<file path="src/sv/multi_button_debouncer_assert.svh">
// Assertion macros used by the multi_button_debouncer module
`ifndef MULTI_BUTTON_DEBOUNCER_ASSERT_SVH
`define MULTI_BUTTON_DEBOUNCER_ASSERT_SVH

// Same-cycle implication, disabled during reset
`define DBC_ASSERT_IMPL(label, clk, rst_n, ante, cons, msg) \
  label: assert property (@(posedge clk) disable iff (!rst_n) (ante) |-> (cons)) \
    else $error(msg);

// Next-cycle implication, disabled during reset
`define DBC_ASSERT_NEXT(label, clk, rst_n, ante, cons, msg) \
  label: assert property (@(posedge clk) disable iff (!rst_n) (ante) |=> (cons)) \
    else $error(msg);

`endif

</file>
<file path="src/sv/dbc_pkg.sv">
// Package: constants and types for the multi-button debouncer
package dbc_pkg;

  localparam int unsigned Channels      = 9;
  localparam int unsigned ChanW         = 4;
  localparam int unsigned CountW        = 8;
  localparam logic [CountW-1:0] CountMax      = '1;
  localparam logic [CountW-1:0] DebounceReset = 8'd20;

  typedef logic [Channels-1:0] chan_vec_t;
  typedef logic [CountW-1:0]   count_t;
  typedef logic [ChanW-1:0]    chan_idx_t;

  // Result of one scan tick: which channels changed and their new state
  typedef struct packed {
    chan_vec_t mask;
    chan_vec_t pressed;
  } dbc_events_t;

endpackage

</file>
<file path="src/sv/dbc_tick_if.sv">
// Interface: scan tick channel carrying raw pin levels
interface dbc_tick_if;
  import dbc_pkg::*;

  logic      valid;
  logic      ready;
  chan_vec_t pin_levels;

  modport source (output valid, output pin_levels, input ready);
  modport sink   (input valid, input pin_levels, output ready);
endinterface

</file>
<file path="src/sv/dbc_event_if.sv">
// Interface: debounced change event channel
interface dbc_event_if;
  import dbc_pkg::*;

  logic      valid;
  logic      ready;
  chan_idx_t channel;
  logic      pressed;
  logic      last;

  modport source (output valid, output channel, output pressed, output last, input ready);
  modport sink   (input valid, input channel, input pressed, input last, output ready);
endinterface

</file>
<file path="src/sv/dbc_core.sv">
// Per-channel debounce state and change detection for one scan tick
module dbc_core (
  input  logic                 clk_i,
  input  logic                 rst_ni,
  input  logic                 tick_i,
  input  dbc_pkg::chan_vec_t   pin_levels_i,
  input  dbc_pkg::count_t      debounce_i,
  output dbc_pkg::dbc_events_t events_o
);
  import dbc_pkg::*;

  logic      primed_q;
  chan_vec_t raw_q, raw_d;
  chan_vec_t stable_q, stable_d;
  count_t    cnt_q [Channels];
  count_t    cnt_d [Channels];
  chan_vec_t press;

  assign press = ~pin_levels_i;

  always_comb begin
    raw_d    = press;
    stable_d = stable_q;
    events_o = '0;
    for (int i = 0; i < Channels; i++) begin
      if (!primed_q) begin
        cnt_d[i]    = '0;
        stable_d[i] = press[i];
      end else begin
        if (press[i] != raw_q[i]) begin
          cnt_d[i] = '0;
        end else if (cnt_q[i] != CountMax) begin
          cnt_d[i] = cnt_q[i] + count_t'(1);
        end else begin
          cnt_d[i] = cnt_q[i];
        end
        if (press[i] != stable_q[i] && cnt_d[i] >= debounce_i) begin
          stable_d[i]      = press[i];
          events_o.mask[i] = 1'b1;
        end
      end
    end
    events_o.pressed = press;
  end

  always_ff @(posedge clk_i or negedge rst_ni) begin
    if (!rst_ni) begin
      primed_q <= 1'b0;
      raw_q    <= '0;
      stable_q <= '0;
      for (int i = 0; i < Channels; i++) cnt_q[i] <= '0;
    end else if (tick_i) begin
      primed_q <= 1'b1;
      raw_q    <= raw_d;
      stable_q <= stable_d;
      for (int i = 0; i < Channels; i++) cnt_q[i] <= cnt_d[i];
    end
  end

endmodule

</file>
<file path="src/sv/multi_button_debouncer.sv">
// Multi-button debouncer: a scan tick updates all channels in the cycle it is accepted.
// The events of an accepted tick are held in a pending mask register, then passed into the output register.
// Throughput: one tick per cycle while ticks cause at most one event and the output is not stalled; a tick
// with several events holds the input until its events are handed to the output register, one per unstalled cycle.
// Reset: all channel state cleared, debounce setting 20; the first tick only primes state.
`include "multi_button_debouncer_assert.svh"

module multi_button_debouncer (
  input  logic                 clk_i,
  input  logic                 rst_ni,
  input  logic                 cfg_we_i,
  input  dbc_pkg::count_t      cfg_wdata_i,
  dbc_tick_if.sink             in_i,
  dbc_event_if.source          out_o
);
  import dbc_pkg::*;

  count_t      debounce_q;
  dbc_events_t events;
  logic        in_fire;

  chan_vec_t   mask_q, mask_d, mask_rest;
  chan_vec_t   press_q;
  logic        out_load;
  chan_idx_t   low_idx;

  logic        out_valid_q;
  chan_idx_t   chan_q;
  logic        pressed_q;
  logic        last_q;

  always_ff @(posedge clk_i or negedge rst_ni) begin
    if (!rst_ni) begin
      debounce_q <= DebounceReset;
    end else if (cfg_we_i) begin
      debounce_q <= cfg_wdata_i;
    end
  end

  dbc_core u_core (
    .clk_i        (clk_i),
    .rst_ni       (rst_ni),
    .tick_i       (in_fire),
    .pin_levels_i (in_i.pin_levels),
    .debounce_i   (debounce_q),
    .events_o     (events)
  );

  // lowest pending channel goes first
  always_comb begin
    low_idx = '0;
    for (int i = Channels - 1; i >= 0; i--) begin
      if (mask_q[i]) low_idx = ChanW'(i);
    end
  end

  assign mask_rest = mask_q & (mask_q - chan_vec_t'(1));
  assign out_load  = (mask_q != '0) && (!out_valid_q || out_o.ready);
  // a new tick may enter once the pending events of the previous one are all handed off
  assign in_i.ready = (mask_q == '0) || (out_load && (mask_rest == '0));
  assign in_fire    = in_i.valid && in_i.ready;

  always_comb begin
    mask_d = mask_q;
    if (out_load) mask_d = mask_rest;
    if (in_fire)  mask_d = events.mask;
  end

  always_ff @(posedge clk_i or negedge rst_ni) begin
    if (!rst_ni) begin
      mask_q      <= '0;
      out_valid_q <= 1'b0;
    end else begin
      mask_q <= mask_d;
      if (out_load) begin
        out_valid_q <= 1'b1;
      end else if (out_o.ready) begin
        out_valid_q <= 1'b0;
      end
    end
  end

  always_ff @(posedge clk_i) begin
    if (in_fire) press_q <= events.pressed;
    if (out_load) begin
      chan_q    <= low_idx;
      pressed_q <= press_q[low_idx];
      last_q    <= (mask_rest == '0);
    end
  end

  assign out_o.valid   = out_valid_q;
  assign out_o.channel = chan_q;
  assign out_o.pressed = pressed_q;
  assign out_o.last    = last_q;

  `DBC_ASSERT_IMPL(a_fire_drained, clk_i, rst_ni, in_fire, (mask_q == '0) || $onehot(mask_q), "tick accepted with events pending")
  `DBC_ASSERT_NEXT(a_events_loaded, clk_i, rst_ni, in_fire && (events.mask != '0), mask_q != '0, "events of tick lost")
  `DBC_ASSERT_IMPL(a_not_last_pending, clk_i, rst_ni, out_valid_q && !last_q, mask_q != '0, "non-final event with nothing pending")

endmodule

</file>
<file path="src/flat_wrapper.sv">
// flat-port wrapper written by rule: the top's interface ports become plain ports
module multi_button_debouncer_flat import dbc_pkg::*;
  (clk_i, rst_ni, cfg_we_i, cfg_wdata_i, in_i_valid, in_i_pin_levels, in_i_ready, out_o_valid, out_o_channel, out_o_pressed, out_o_last, out_o_ready);
  dbc_tick_if in_i_i ();
  dbc_event_if out_o_i ();
  input  logic clk_i;
  input  logic rst_ni;
  input  logic cfg_we_i;
  input  dbc_pkg::count_t cfg_wdata_i;
  input wire logic [$bits(in_i_i.valid)-1:0] in_i_valid;
  input wire logic [$bits(in_i_i.pin_levels)-1:0] in_i_pin_levels;
  output wire logic [$bits(in_i_i.ready)-1:0] in_i_ready;
  output wire logic [$bits(out_o_i.valid)-1:0] out_o_valid;
  output wire logic [$bits(out_o_i.channel)-1:0] out_o_channel;
  output wire logic [$bits(out_o_i.pressed)-1:0] out_o_pressed;
  output wire logic [$bits(out_o_i.last)-1:0] out_o_last;
  input wire logic [$bits(out_o_i.ready)-1:0] out_o_ready;
  assign in_i_i.valid = in_i_valid;
  assign in_i_i.pin_levels = in_i_pin_levels;
  assign in_i_ready = in_i_i.ready;
  assign out_o_valid = out_o_i.valid;
  assign out_o_channel = out_o_i.channel;
  assign out_o_pressed = out_o_i.pressed;
  assign out_o_last = out_o_i.last;
  assign out_o_i.ready = out_o_ready;
  multi_button_debouncer u_core (.clk_i(clk_i), .rst_ni(rst_ni), .cfg_we_i(cfg_we_i), .cfg_wdata_i(cfg_wdata_i), .in_i(in_i_i), .out_o(out_o_i));
endmodule
</file>
<file path="config.mk">
export PLATFORM = sky130hd
export DESIGN_NAME = multi_button_debouncer_flat
export DESIGN_NICKNAME = d
export VERILOG_FILES = /design/src/sv/dbc_pkg.sv /design/src/sv/dbc_tick_if.sv /design/src/sv/dbc_event_if.sv /design/src/sv/dbc_core.sv /design/src/sv/multi_button_debouncer.sv /design/src/flat_wrapper.sv
export VERILOG_INCLUDE_DIRS = /design/src /design/src/sv
export SDC_FILE = /design/constraint.sdc
export NUM_CORES = 1
export LEC_CHECK = 0
export BUFFER_PORTS_ARGS = -buffer_cell sky130_fd_sc_hd__buf_2
export CORE_AREA = 2 2 127 221
export CTS_BUF_LIST = sky130_fd_sc_hd__clkbuf_4 sky130_fd_sc_hd__clkbuf_8
export DETAILED_ROUTE_END_ITERATION = 8
export DIE_AREA = 0 0 129 223
export MAX_ROUTING_LAYER = met4
export PLACE_DENSITY = 0.53
export SYNTH_ARGS = -nofsm -noshare
export SYNTH_HDL_FRONTEND = slang
export SYNTH_HIERARCHICAL = 1
export SYNTH_SLANG_ARGS = --single-unit
</file>
<file path="constraint.sdc">
create_clock -name clk_i -period 3 [get_ports clk_i]
set_clock_uncertainty 0.05 [all_clocks]
set_input_delay 0.6 -clock clk_i [delete_from_list [all_inputs] [get_ports clk_i]]
set_output_delay 0.6 -clock clk_i [all_outputs]
set_load 0.05 [all_outputs]
</file>
; After elaboration in Yosys (flattened, before gate mapping)
; Index checks and enable logic that the tools add are counted.
[totals]
wordCells = 201
ff_bits = 124
in_bits = 22
output_inout_bits = 8
[op_classes]
n_mux = 87
n_addsub = 10
n_bitwise = 2
reduce_logical = 29
eq_ne = 36
magnitude_cmp = 10
[op_table]
columns = operator, n
row1 = $mux 8, 36
row2 = $add 8x1->8 const B, 9
row3 = $ge 8x8->1, 9
row4 = $ne 8x8->1 const B, 9
row5 = $mux 1, 39
row6 = $mux 4, 9
row7 = $logic_not 9->1, 2
row8 = $mux 9, 2
row9 = $ne 1x1->1, 18
row10 = $ne 2x1->1 const B, 9
row11 = $reduce_and 2->1, 9
row12 = $logic_and 1x1->1, 12
row13 = $and 9x9->9, 1
row14 = $not 9->9, 1
row15 = $reduce_bool 9->1, 1
row16 = $sub 9x1->9 const B, 1
row17 = $lt 4x5->1 const B, 1
row18 = $bmux 1 s4, 1
row19 = $reduce_bool 2->1, 2
row20 = $logic_or 1x1->1, 2
row21 = $logic_not 1->1, 1

; Longest topological paths before layout
; Gate-level depths: netlist of the first run.
[logic_depth]
word_depth = 11
ltp_mapped = 14
depth_no_buf = 12

; Cells and area by module
; The synthesis of the first run kept the hierarchy.
[modules_own_cells]
columns = mod, instances, seq_area_each_um2, area_each_um2, cells_per_inst
row1 = dbc_core, 1, 2277.2, 7669.9, 904
row2 = multi_button_debouncer, 1, 903.4, 1651.6, 141

; Worst setup path after synthesis of the first run
; No wires, ideal clock.
[synth_path]
kind = flip-flop to flip-flop
from = reg u_core.mask_q[3]
to = reg u_core.u_core.stable_q[0]
period_less_slack_ns = 2.918
arrival_time_ns = 2.743
setup_ns = 0.125
required_time_ns = 2.825
n_path_buf = 4
setup_slack_ns = 0.082
path_stages_with_launch = 13
path_cell_list = dfrtp_1 buf_6 nor4_4 nand2_4 a2111oi_4 o31a_2 and2_4 buf_6 buf_2 inv_1 buf_2 a21oi_1 mux2_2
[synth_via]
elab_chain_len = 7
word_cells_on_any_way = 10
classes_between = add/sub (1) / bitwise (1) / reduce/logical (8)
[synth_lines]
columns = item, line
row1 = from (decl), multi_button_debouncer.sv:22  ; chan_vec_t mask_q, mask_d, mask_rest;
row2 = from (signal assigned), multi_button_debouncer.sv:74  ; mask_q <= mask_d;
row3 = $sub 9x1->9, multi_button_debouncer.sv:57  ; assign mask_rest = mask_q & (mask_q - chan_vec_t'(1));
row4 = $and 9x9->9, multi_button_debouncer.sv:57
row5 = $logic_not 9->1, multi_button_debouncer.sv:60  ; assign in_i.ready = (mask_q == '0) || (out_load && (mask_rest == '0));
row6 = $logic_and 1x1->1, multi_button_debouncer.sv:60
row7 = $logic_or 1x1->1 *, multi_button_debouncer.sv:60
row8 = via in_i_ready, flat_wrapper.sv:12  ; output wire logic [$bits(in_i_i.ready)-1:0] in_i_ready;
row9 = $logic_and 1x1->1 *, multi_button_debouncer.sv:61  ; assign in_fire = in_i.valid && in_i.ready;
row10 = via u_core.in_fire, multi_button_debouncer.sv:20  ; logic in_fire;
row11 = $reduce_and 2->1 (no source line) *, n/a
row12 = to (signal assigned), dbc_core.sv:55  ; stable_q <= stable_d;
row13 = to (decl), dbc_core.sv:14  ; chan_vec_t stable_q, stable_d;
; The timed path passes the listed nets; every way through them passes the cells marked *.
; A chain may end at the register's enable or synchronous reset.

; Final worst setup path of the first run
[layout_path]
from = reg u_core/u_core/cnt_q[9] in the netlist's numbering
to = reg u_core.u_core.stable_q[7]
[layout_via]
elab_chain_len = 8
word_cells_on_any_way = 9
classes_between = add/sub (1) / order compare (1) / eq/ne (2) / mux (3) / reduce/logical (2)
[layout_lines]
columns = item, line
row1 = from (decl), dbc_core.sv:15  ; count_t cnt_q [Channels];
row2 = $add 8x1->8 / $ne 8x8->1 (equally long branches), "dbc_core.sv:33, dbc_core.sv:32"
row3 = $mux 8 *, dbc_core.sv:32  ; end else if (cnt_q[i] != CountMax) begin
row4 = $mux 8 *, dbc_core.sv:30  ; if (press[i] != raw_q[i]) begin
row5 = $mux 8 *, dbc_core.sv:26  ; if (!primed_q) begin
row6 = $ge 8x8->1 *, dbc_core.sv:37  ; if (press[i] != stable_q[i] && cnt_d[i] >= debounce_i) begin
row7 = $logic_and 1x1->1 *, dbc_core.sv:37
row8 = $ne 2x1->1 (no source line) *, n/a
row9 = $reduce_and 2->1 (no source line) *, n/a
; Mark *: on every way between the ends. The rest lies on a longest branch, timed or not. The select of a mux whose other input is x is not followed.

==> results.yml, run 1 <==
final_layout:
  final-instance-count-excl-fill: 1483
  num-fill-cells: 2742
  multiInputGateArea_um2: 5730
  syn2layout_area_growth_pct: 14.1
  layout-drive-gt1-share_pct: 17.6
  nNetsFinal: 1203
  register_area_um2: 3190
placed_design:
  dpl.hpwl_mm: 18.7
  portBuffers: 29
  routabilityCongestion: 0.836
  place_ws_ps: 48.3
  dp.cells: 1445
sta:
  drv_slew: 0
  hold_viol: 0
  fin_setup_tns_ps: 0
  layout_setup_ws_ps: 144
  tightest_slew_ps: 676
  rsz0062_at_grt: "true"
  setup_viol: 0
  relSlewSlack_pct: 54.6
  fin_crit_sh_pct: 95.2
  period_needed_ps: 2860
  max_freq_mhz: 350
global_routing:
  overflow: 0
  grt_max_degree: 64
  antenna_found_initial: 0
  grt_pass1_wl_mm: 41.4
  groute.usage.overall_pct: 19.0
  first_global_vias: 8115
floorplan:
  coreArea_um2: 27100
  die_area_um2: 28800
  die_w_um: 129
  rows: 80
  io_pins: 30
  initial_core_util_pct: 34.4
  die_h_um: 223
critical_path:
  start_kind: "flop"
  slowest_stage: "dfrtp_1"
  r2r_start: "u_core/u_core/cnt_q[9]$_DFFE_PN0P_"
  cp_top_family: "compound AO/OA/AOI/OAI gates"
  r2r_cells: 11
  cp-end-kind: "flop"
  r2r_end: "u_core/u_core/stable_q[7]$_DFFE_PN0P_"
  crit_chain: "ha_1 > and4_1 > a21oi_2 > nand3_1 > xor2_1 > nor2_1 > ha_1 > a21oi_1 > o21ai_0 > o31ai_1 > mux2_2"
  critical_path_class: "flop to flop"
  cp.required_ps: 3320
  cpMostUsedCell: "ha_1"
  rrSetupSlack_ps: 140
  cpPeakStageDelay_ps: 410
  crit_fanout: 4
  worstSetupPathDepth: 11
  crit_buf_inv: 0
  critPathCapture: "u_core/u_core/stable_q[7]$_DFFE_PN0P_"
  crit_arrival_ps: 3180
  cp-startpoint: "u_core/u_core/cnt_q[9]$_DFFE_PN0P_"
clock_network:
  cts_tree: "done"
  cts_buffer_depth: 2
  cts-root-buf: "clkbuf_8"
  clock_sink_count: 124
  clkTransAtPathRegs_ps: 70
  numCtsBuffers: 17
  htree_levels: 4
  clk_latency_ps: 490
yosys:
  synth_top_area_share_pct: 28.7
  synthArstFlopShare_pct: 87.9
  synth_seq_cells: 124
  mappedNetlistArea_um2: 9320
  postSynthCellCount: 1045
  yosysSeqAreaShare_pct: 34.1
  ys_types: 80
  syn_area_per_cell_um2: 8.92
  synth_common_cells: "107 x dfrtp_1, 106 x nand2_1, 94 x nor2_1, 81 x ha_1, 80 x a21oi_1"
  synth_most_common_cell: "dfrtp_1"
  synth_area_leaders: "dfrtp_1 29%, ha_1 11%, edfxtp_1 4.8%, a21oi_1 4.3%, nand2_1 4.3%"
  ys_warn_count: 6
  syn_nets: 1148
  yosysTopAreaCell: "dfrtp_1"
  ys.flop_type: "dfrtp_1"
  synth-edff-count: 15
hold_path:
  hold_depth: 2
  hold_class: "input pin to flop"
detailed_routing:
  wl_mm: 25.4
  post_drt_wl_per_cell_um: 17.1
  dr.pass1.iters: 5
  drc_errors: 0
  ant_nets: 0
  via_per_inst: 5.40
  vias: 8006
  drt_iter0_drc: 403
job:
  cap_violations: 0
outcome:
  outcome: "completed"
power_and_ir_drop:
  irDropWorstVdd_mv: 0.296
  p_leak_uw: 0.00482
  p_per_area_nw_per_um2: 498
routing by layer:
layer / vias to the layer above / GRT usage [%] / share of wire (%)
li1: 3934 / - / -
met1: 3885 / 19.7 / 39
met2: 132 / 34.5 / 54
met3: 55 / 3.38 / 2.7
met4: 0 / 8.63 / 3.5
met5: - / - / 0
sequential cells by signal, summed over array words and instances, names as in the netlist:
signal / count
u_core/mask_q: 9
u_core/out_o.channel: 4
u_core/u_core/cnt_q: 72
u_core/u_core/raw_q: 9
u_core/out_o.pressed: 1
u_core/out_o.last: 1
u_core/debounce_q: 8
u_core/press_q: 9
u_core/out_o.valid: 1
u_core/u_core/stable_q: 9
u_core/u_core/primed_q: 1
per-stage QoR:
stage               instance area (um^2)  total power, uW  utilization (%)  hold WS, ps
finish                             10600             5290             39.2          299
global route                       10600             5640             39.2          272
CTS                                10500             5320             38.8          262
detailed placement                 10100             3660             37.2          450
global placement                   10100             3630             37.2          446
floorplan                           9320             3170                -          254
worst min path at each step:
stage                                startpoint                                to
6_report                         cfg_wdata_i[3]  u_core/debounce_q[3]$_DFFE_PN0P_
3_5_place_dp   u_core/debounce_q[5]$_DFFE_PN0P_  u_core/debounce_q[5]$_DFFE_PN0P_
3_3_place_gp   u_core/debounce_q[1]$_DFFE_PN0P_  u_core/debounce_q[1]$_DFFE_PN0P_
5_1_grt                          cfg_wdata_i[2]  u_core/debounce_q[2]$_DFFE_PN1P_
4_1_cts                          cfg_wdata_i[1]  u_core/debounce_q[1]$_DFFE_PN0P_
2_1_floorplan                            rst_ni  u_core/debounce_q[0]$_DFFE_PN0P_
layout make-up:
class	instances	area share (%)
multi-input cells	822	53.9
flip-flops and latches	124	29.9
inverters	43	1.52
well taps	369	4.34
clock inverters	13	1.63
repair buffers	92	6.33
diodes	1	0.0235
clock buffers	19	2.34
kinds of logic after synthesis:
family | synth area share [%]
AND/OR/NAND/NOR | 20.9
AO/OA/AOI/OAI | 19.1
flip-flops | 34.1
buffers and inverters | 5.13
adder cells (fa/ha/maj) | 11.1
XOR/XNOR | 5.93
multiplexers | 3.80
power breakdown:
group	internal, uW	switching, uW
clock network	912	721
registers	1910	201
logic	657	895
repair_timing:
item	in CTS	in global routing
endpoints found under the setup margin	0	10
buffers inserted	0	4
hold buffers	1	0
resized for setup	0	25
hold endpoints to repair	23	0
placed cells by master (no fill, tap or decap), types with 7 or more instances in the layout:
cell,n
and3_1,18
nand2_1,106
nor3_1,28
nor4_1,7
or3_1,7
nor2_1,93
nand4_2,7
inv_1,42
a41oi_1,11
edfxtp_1,15
nor2b_1,12
mux2_2,19
a31oi_1,17
o21ai_0,54
xor2_1,34
o211a_1,10
a21oi_1,80
nand2b_1,10
dfrtp_1,103
buf_2,28
ha_1,77
buf_4,59
a22o_1,14
o2bb2ai_1,10
a211oi_1,9
nand4_1,7
clkbuf_8,17
xnor2_1,18
mux2i_1,14
o31ai_1,11
nand3_1,43
Note: power is estimated with default switching activity, not from simulation.
==> run 2: changes to the inputs <==
- CAP_MARGIN: not set -> 40
- CORE_AREA: 2 2 127 221 -> 2 2 122 212
- DIE_AREA: 0 0 129 223 -> 0 0 124 214
- SYNTH_HIERARCHICAL: 1 -> not set
==> run 2 against run 1 <==
The flow now finishes with violations (setup timing). Worst hold slack lost 23 ps. Die area shrank 7.8%. First-iteration DRC count grew 16%. Critical path depth shrank 6. Routed wire length shrank 7.5%. Count of clock-buffer cells in the layout is the same. Largest cell class unchanged. Largest power group unchanged. Highest routed layer unchanged.
==> results.yml, run 2 <==
sta:
  tightest_slew_ps: 729
  period_needed_ps: 3090
  rsz0062_at_grt: "true"
  drv_slew: 0
  hold_viol: 0
  layout_setup_ws_ps: -91.5
  fin_crit_sh_pct: 103
  max_freq_mhz: 323
  relSlewSlack_pct: 51.4
  setup_viol: 1
critical_path:
  cp.required_ps: 2350
  rrSetupSlack_ps: 130
  crit_fanout: 3
  cp-end-kind: "output port"
  crit_arrival_ps: 2440
  start_kind: "flop"
  critical_path_class: "flop to output port"
power_and_ir_drop:
  seq_power_share_pct: 41.8
  p_leak_uw: 0.00467
  irDropWorstVdd_mv: 0.256
  p_clk_share_pct: 28.0
  switchingPower_uw: 1730
  internal_power_uw: 3200
  swShare_pct: 35.2
  p_per_area_nw_per_um2: 486
  comb_power_share_pct: 30.1
final_layout:
  final_core_util_pct: 41.0
  syn2layout_area_growth_pct: 18.4
  nNetsFinal: 1218
  largest_reg_flops: 72
  most-common-layout-cells: "156 x nand2_1, 106 x dfrtp_1, 105 x nor2_1"
  diodes: 0
  layout_commonest_cell: "nand2_1"
  regMostFlops: "u_core.u_core.cnt_q"
  final-instance-count-excl-fill: 1440
  layout-drive-gt1-share_pct: 17.8
clock_network:
  clk_latency_ps: 480
  cts_tree: "done"
  cts_buffer_depth: 2
  numCtsBuffers: 17
  clkTransAtPathRegs_ps: 70
  htree_levels: 4
  clock_sink_count: 124
  cts-root-buf: "clkbuf_8"
detailed_routing:
  post_drt_wl_per_cell_um: 16.3
  drt_iter0_drc: 466
  drc_errors: 0
  ant_nets: 0
  vias: 7676
  dr.pass1.iters: 5
  wl_mm: 23.5
  via_per_inst: 5.33
job:
  cap_violations: 0
yosys:
  synth_area_leaders: "dfrtp_1 31%, ha_1 12%, nand2_1 6.8%, edfxtp_1 5.3%, o21ai_0 4.9%"
  synth_top_area_share_pct: 31.2
  synth_seq_cells: 124
  postSynthCellCount: 1015
  yosysSeqAreaShare_pct: 37.1
  syn_nets: 1118
  synth_common_cells: "156 x nand2_1, 108 x nor2_1, 107 x dfrtp_1, 84 x o21ai_0, 81 x ha_1"
  synthArstFlopShare_pct: 87.9
  ys_warn_count: 0
  synth-edff-count: 15
  syn_area_per_cell_um2: 8.44
  synth_most_common_cell: "nand2_1"
  yosysTopAreaCell: "dfrtp_1"
  ys.flop_type: "dfrtp_1"
  mappedNetlistArea_um2: 8570
  ys_types: 56
floorplan:
  initial_core_util_pct: 34.7
  coreArea_um2: 24700
  rows: 76
  io_pins: 30
  die_area_um2: 26500
  die_w_um: 124
  die_h_um: 214
placed_design:
  portBuffers: 29
  dpl.hpwl_mm: 16.8
  dp.cells: 1397
  place_ws_ps: -26.5
  routabilityCongestion: 0.874
global_routing:
  grt_max_degree: 57
  grt_pass1_wl_mm: 39.2
  antenna_found_initial: 0
  groute.usage.overall_pct: 19.4
  first_global_vias: 7763
  overflow: 0
outcome:
  violations: "setup timing"
  outcome: "complete, but fails checks"
hold_path:
  hold_class: "input pin to flop"
## run 2: changes by cell type in the layout (fill, tap and decap cells not counted), moves of 19 or more
cell     previous run  this run
nand3_1            43        62
inv_1              42        22
buf_4              59        89
nand2_1           106       156
a21oi_1            80        60
o21ai_0            54        83
## run 2: per-layer routing
| layer | global-route usage [%] | routed length [um] |
|---|---|---|
| met2 | 33.2 | 12300 |
| met1 | 22.4 | 9930 |
| met3 | 3.91 | 780 |
| met5 | - | 0 |
| met4 | 6.44 | 541 |
## run 2: worst max-delay path, stage by stage, from the launching register on
cell	delay [ps]
dfrtp_1	390
or4_4	550
o31a_1	280
a2111oi_4	360
o21a_1	220
buf_6	170
## run 2: final cells by class
type,count,area [um^2]
Tap cell,312,390
Sequential cell,124,3180
Clock buffer,19,255
Inverter,23,87.6
Timing Repair Buffer,125,941
Fill cell,2542,14600
Clock inverter,13,101
Multi-Input combinational cell,824,5190
## run 2: through the flow
stage,hold WS [ps],power [uW],TNS (ps),instance area [um^2]
global route,272,5290,-196,10100
global placement,434,3520,0,9610
floorplan,254,3010,0,8570
CTS,235,4980,-139,10000
detailed placement,441,3550,-32.3,9610
finish,276,4930,-91.5,10100
## run 2: power by group through the flow
stage               clock [uW]  combinational, uW  sequential, uW
detailed placement           0               1460            2090
floorplan                    0                852            2160
finish                    1380               1490            2060
global route              1500               1700            2090
global placement             0               1430            2090
CTS                       1440               1480            2060
## run 2: cell families (layout without fill, tap and decap cells)
family,count (synthesis),count (layout),share of synthesized area (%)
simple gates,436,436,23.2
mux,28,28,3.45
xor+xnor,45,45,4.60
compound gates,231,231,16.1
flops,124,124,37.1
fa+ha+maj,84,84,12.2
buf+inv,67,180,3.39
## run 2: path summary, 6_finish.rpt
check | start | to | depth (start not counted)
worst max register to register | u_core.mask_q[5]$_DFFE_PN0P_ | u_core.u_core.cnt_q[11]$_DFFE_PN0P_ | 10
worst max-delay path | u_core.mask_q[5]$_DFFE_PN0P_ | in_i_ready | 5
worst min register to register | u_core.u_core.raw_q[8]$_DFFE_PN0P_ | u_core.u_core.raw_q[8]$_DFFE_PN0P_ | 2
min in group asynchronous | rst_ni | u_core.u_core.cnt_q[44]$_DFFE_PN0P_ | 2
max in group asynchronous | rst_ni | u_core.u_core.primed_q$_DFFE_PN0P_ | 3
worst min-delay path | cfg_wdata_i[5] | u_core.debounce_q[5]$_DFFE_PN0P_ | 3
## run 2: repair_timing
item	CTS	global route
endpoints found under the hold margin	22	0
hold buffers	1	0
gates cloned	1	0
pin swaps	2	9
setup buffers	6	3
gates resized for setup	3	23
endpoints found under the setup margin	3	17
==> run 3: changes to the inputs <==
- ABC_AREA: not set -> 1
- CORE_AREA: 2 2 122 212 -> 2 2 123 214
- DIE_AREA: 0 0 124 214 -> 0 0 125 216
==> run 3 against run 2 <==
The flow now finishes without violations. Via count rose by 0.99%. Synthesized cell count is 16% higher. Routed wire length decreased by 0.72%. Worst hold slack worse by 190 ps. Sequential power is 38% higher. First-iteration DRC count fell by 26%. Critical path depth grew 3.
==> results.yml, run 3 <==
yosys:
  synth-edff-count: 15
  synth_most_common_cell: "nand2_1"
  synth_mux_area_share_pct: 0.130
  synthAdderAreaFrac_pct: 11.7
  syn_area_per_cell_um2: 7.36
  synthSimpleGateAreaFrac_pct: 26.3
  synth_common_cells: "319 x nand2_1, 184 x inv_1, 107 x dfrtp_1, 81 x ha_1, 78 x nor2_1"
  synth_seq_cells: 124
  postSynthCellCount: 1179
  yosysTopAreaCell: "dfrtp_1"
  yosysSeqAreaShare_pct: 36.6
  ys.flop_type: "dfrtp_1"
  synth-compound-area-share_pct: 11.9
  synth_top_family_by_area: "simple AND/OR/NAND/NOR gates"
  ys_types: 37
  synth_xor_area_share_pct: 3.83
  mappedNetlistArea_um2: 8680
  syn_nets: 1282
  synth_area_leaders: "dfrtp_1 31%, nand2_1 14%, ha_1 12%, inv_1 8.0%, edfxtp_1 5.2%"
  synth_top_area_share_pct: 30.8
  ys_warn_count: 0
  synthArstFlopShare_pct: 87.9
critical_path:
  critical_path_class: "flop to output port"
  cp-startpoint: "u_core.mask_q[3]$_DFFE_PN0P_"
  r2r_start: "u_core.u_core.cnt_q[56]$_DFFE_PN0P_"
  cp_top_family: "simple AND/OR/NAND/NOR gates"
  critPathCapture: "in_i_ready"
  crit_chain: "nor2_2 > nand2_2 > o21ai_1 > nand2_1 > nor2_1 > nand3_2 > nand2_4 > clkbuf_4"
  crit_fanout: 6
  r2r_cells: 16
  crit_buf_inv: 1
  cp.required_ps: 2350
  start_kind: "flop"
  r2r_end: "u_core.u_core.stable_q[1]$_DFFE_PN0P_"
  worstSetupPathDepth: 8
  rrSetupSlack_ps: 260
  cp-end-kind: "output port"
  slowest_stage: "dfrtp_1"
  crit_arrival_ps: 2140
  cpPeakStageDelay_ps: 450
clock_network:
  cts-root-buf: "clkbuf_8"
  clk_latency_ps: 480
  holdBufCountCts: 0
  cts_buffer_depth: 2
  cts_resized: 0
  cts_tree: "done"
  clkTransAtPathRegs_ps: 80
  numCtsBuffers: 17
  cts_setup_buffers: 0
  clock_sink_count: 124
  htree_levels: 4
power_and_ir_drop:
  swShare_pct: 44.6
  p_leak_uw: 0.00497
  irDropWorstVdd_mv: 0.394
  switchingPower_uw: 3780
  internal_power_uw: 4700
  p_clk_share_pct: 20.6
  seq_power_share_pct: 33.5
  p_per_area_nw_per_um2: 867
  comb_power_share_pct: 45.9
final_layout:
  syn2layout_area_growth_pct: 12.8
  layout-drive-gt1-share_pct: 7.82
  nNetsFinal: 1330
  diodes: 0
  regMostFlops: "u_core.u_core.cnt_q"
  final_core_util_pct: 38.8
  largest_reg_flops: 72
  most-common-layout-cells: "319 x nand2_1, 184 x inv_1, 107 x dfrtp_1"
  layout_commonest_cell: "nand2_1"
hold_path:
  hold_class: "input pin to async pin"
detailed_routing:
  ant_nets: 0
  dr.pass1.iters: 5
  post_drt_wl_per_cell_um: 15.0
  vias: 7752
  via_per_inst: 4.98
  drc_errors: 0
  drt_iter0_drc: 344
  wl_mm: 23.4
floorplan:
  io_pins: 30
  die_h_um: 216
  die_w_um: 125
  initial_core_util_pct: 34.4
  die_area_um2: 27000
  coreArea_um2: 25200
  rows: 77
global_routing:
  overflow: 0
  grt_max_degree: 52
  grt_pass1_wl_mm: 38.6
  first_global_vias: 7921
  groute.usage.overall_pct: 18.7
  antenna_found_initial: 0
sta:
  setup_viol: 0
  fin_setup_tns_ps: 0
  max_freq_mhz: 358
  fin_crit_sh_pct: 93.1
  period_needed_ps: 2790
  tightest_slew_ps: 660
  rsz0062_at_grt: "false"
  relSlewSlack_pct: 56.0
  drv_slew: 0
  hold_viol: 0
  layout_setup_ws_ps: 207
outcome:
  outcome: "completed"
placed_design:
  routabilityCongestion: 0.897
  place_ws_ps: 195
  portBuffers: 29
  dpl.hpwl_mm: 17.1
job:
  cap_violations: 0
[run 3: cell types whose count changed after synthesis, sizes merged, moves of 16 or more]
cell    delta
o31ai     -17
mux2i     -16
o21ai     +22
nor2      -26
nand2    +165
a31oi     -21
clkbuf    -25
inv      +162
[run 3: worst min-delay path by stage]
stage | from | end | depth (start not counted)
6_report | rst_ni | u_core.u_core.cnt_q[9]$_DFFE_PN0P_ | 1
5_1_grt | rst_ni | u_core.u_core.cnt_q[9]$_DFFE_PN0P_ | 1
4_1_cts | rst_ni | u_core.u_core.cnt_q[9]$_DFFE_PN0P_ | 1
3_5_place_dp | u_core.u_core.stable_q[5]$_DFFE_PN0P_ | u_core.u_core.stable_q[5]$_DFFE_PN0P_ | 2
3_3_place_gp | u_core.u_core.stable_q[5]$_DFFE_PN0P_ | u_core.u_core.stable_q[5]$_DFFE_PN0P_ | 2
2_1_floorplan | rst_ni | u_core.debounce_q[0]$_DFFE_PN0P_ | 0
[run 3: power groups by stage]
stage / Clock (uW) / Combinational [uW] / Sequential [uW]
detailed placement: 0 / 3900 / 2860
floorplan: 0 / 2720 / 2900
finish: 1750 / 3890 / 2850
global placement: 0 / 3870 / 2870
CTS: 1800 / 3910 / 2840
global route: 1860 / 4470 / 2930
[run 3: logic make-up (layout without fill, tap and decap cells)]
kind of cell    after synthesis  count (layout)
fa+ha+maj                    81              81
flops                       124             124
mux                           1               1
buf+inv                     206             267
simple gates                536             536
compound gates              193             193
xor+xnor                     38              38
[run 3: layer usage]
metal,share of wire [%],vias to the layer above,GRT usage [%]
met1,40,3626,19.7
met5,0,-,-
met3,3.3,56,3.82
met2,54,131,33.7
li1,-,3939,-
met4,3.3,0,7.74
[run 3: through the flow]
step | cells | hold slack (ps) | cell area [um^2] | total power [uW]
6_report | 1556 | 89.6 | 9790 | 8490
5_1_grt | 1556 | 115 | 9790 | 9270
4_1_cts | 1556 | 95.2 | 9770 | 8560
3_5_place_dp | 1524 | 428 | 9320 | 6770
3_3_place_gp | 1524 | 424 | 9320 | 6740
2_1_floorplan | 1179 | 254 | 8680 | 5620
[run 3: final cells by class]
type / instances / area, um^2
clock inverter: 13 / 195
fill: 2707 / 15500
clock buffer: 19 / 262
timing repair buffer: 50 / 370
sequential: 124 / 3180
tap: 316 / 395
inverter: 185 / 694
multi-input combinational: 849 / 4690
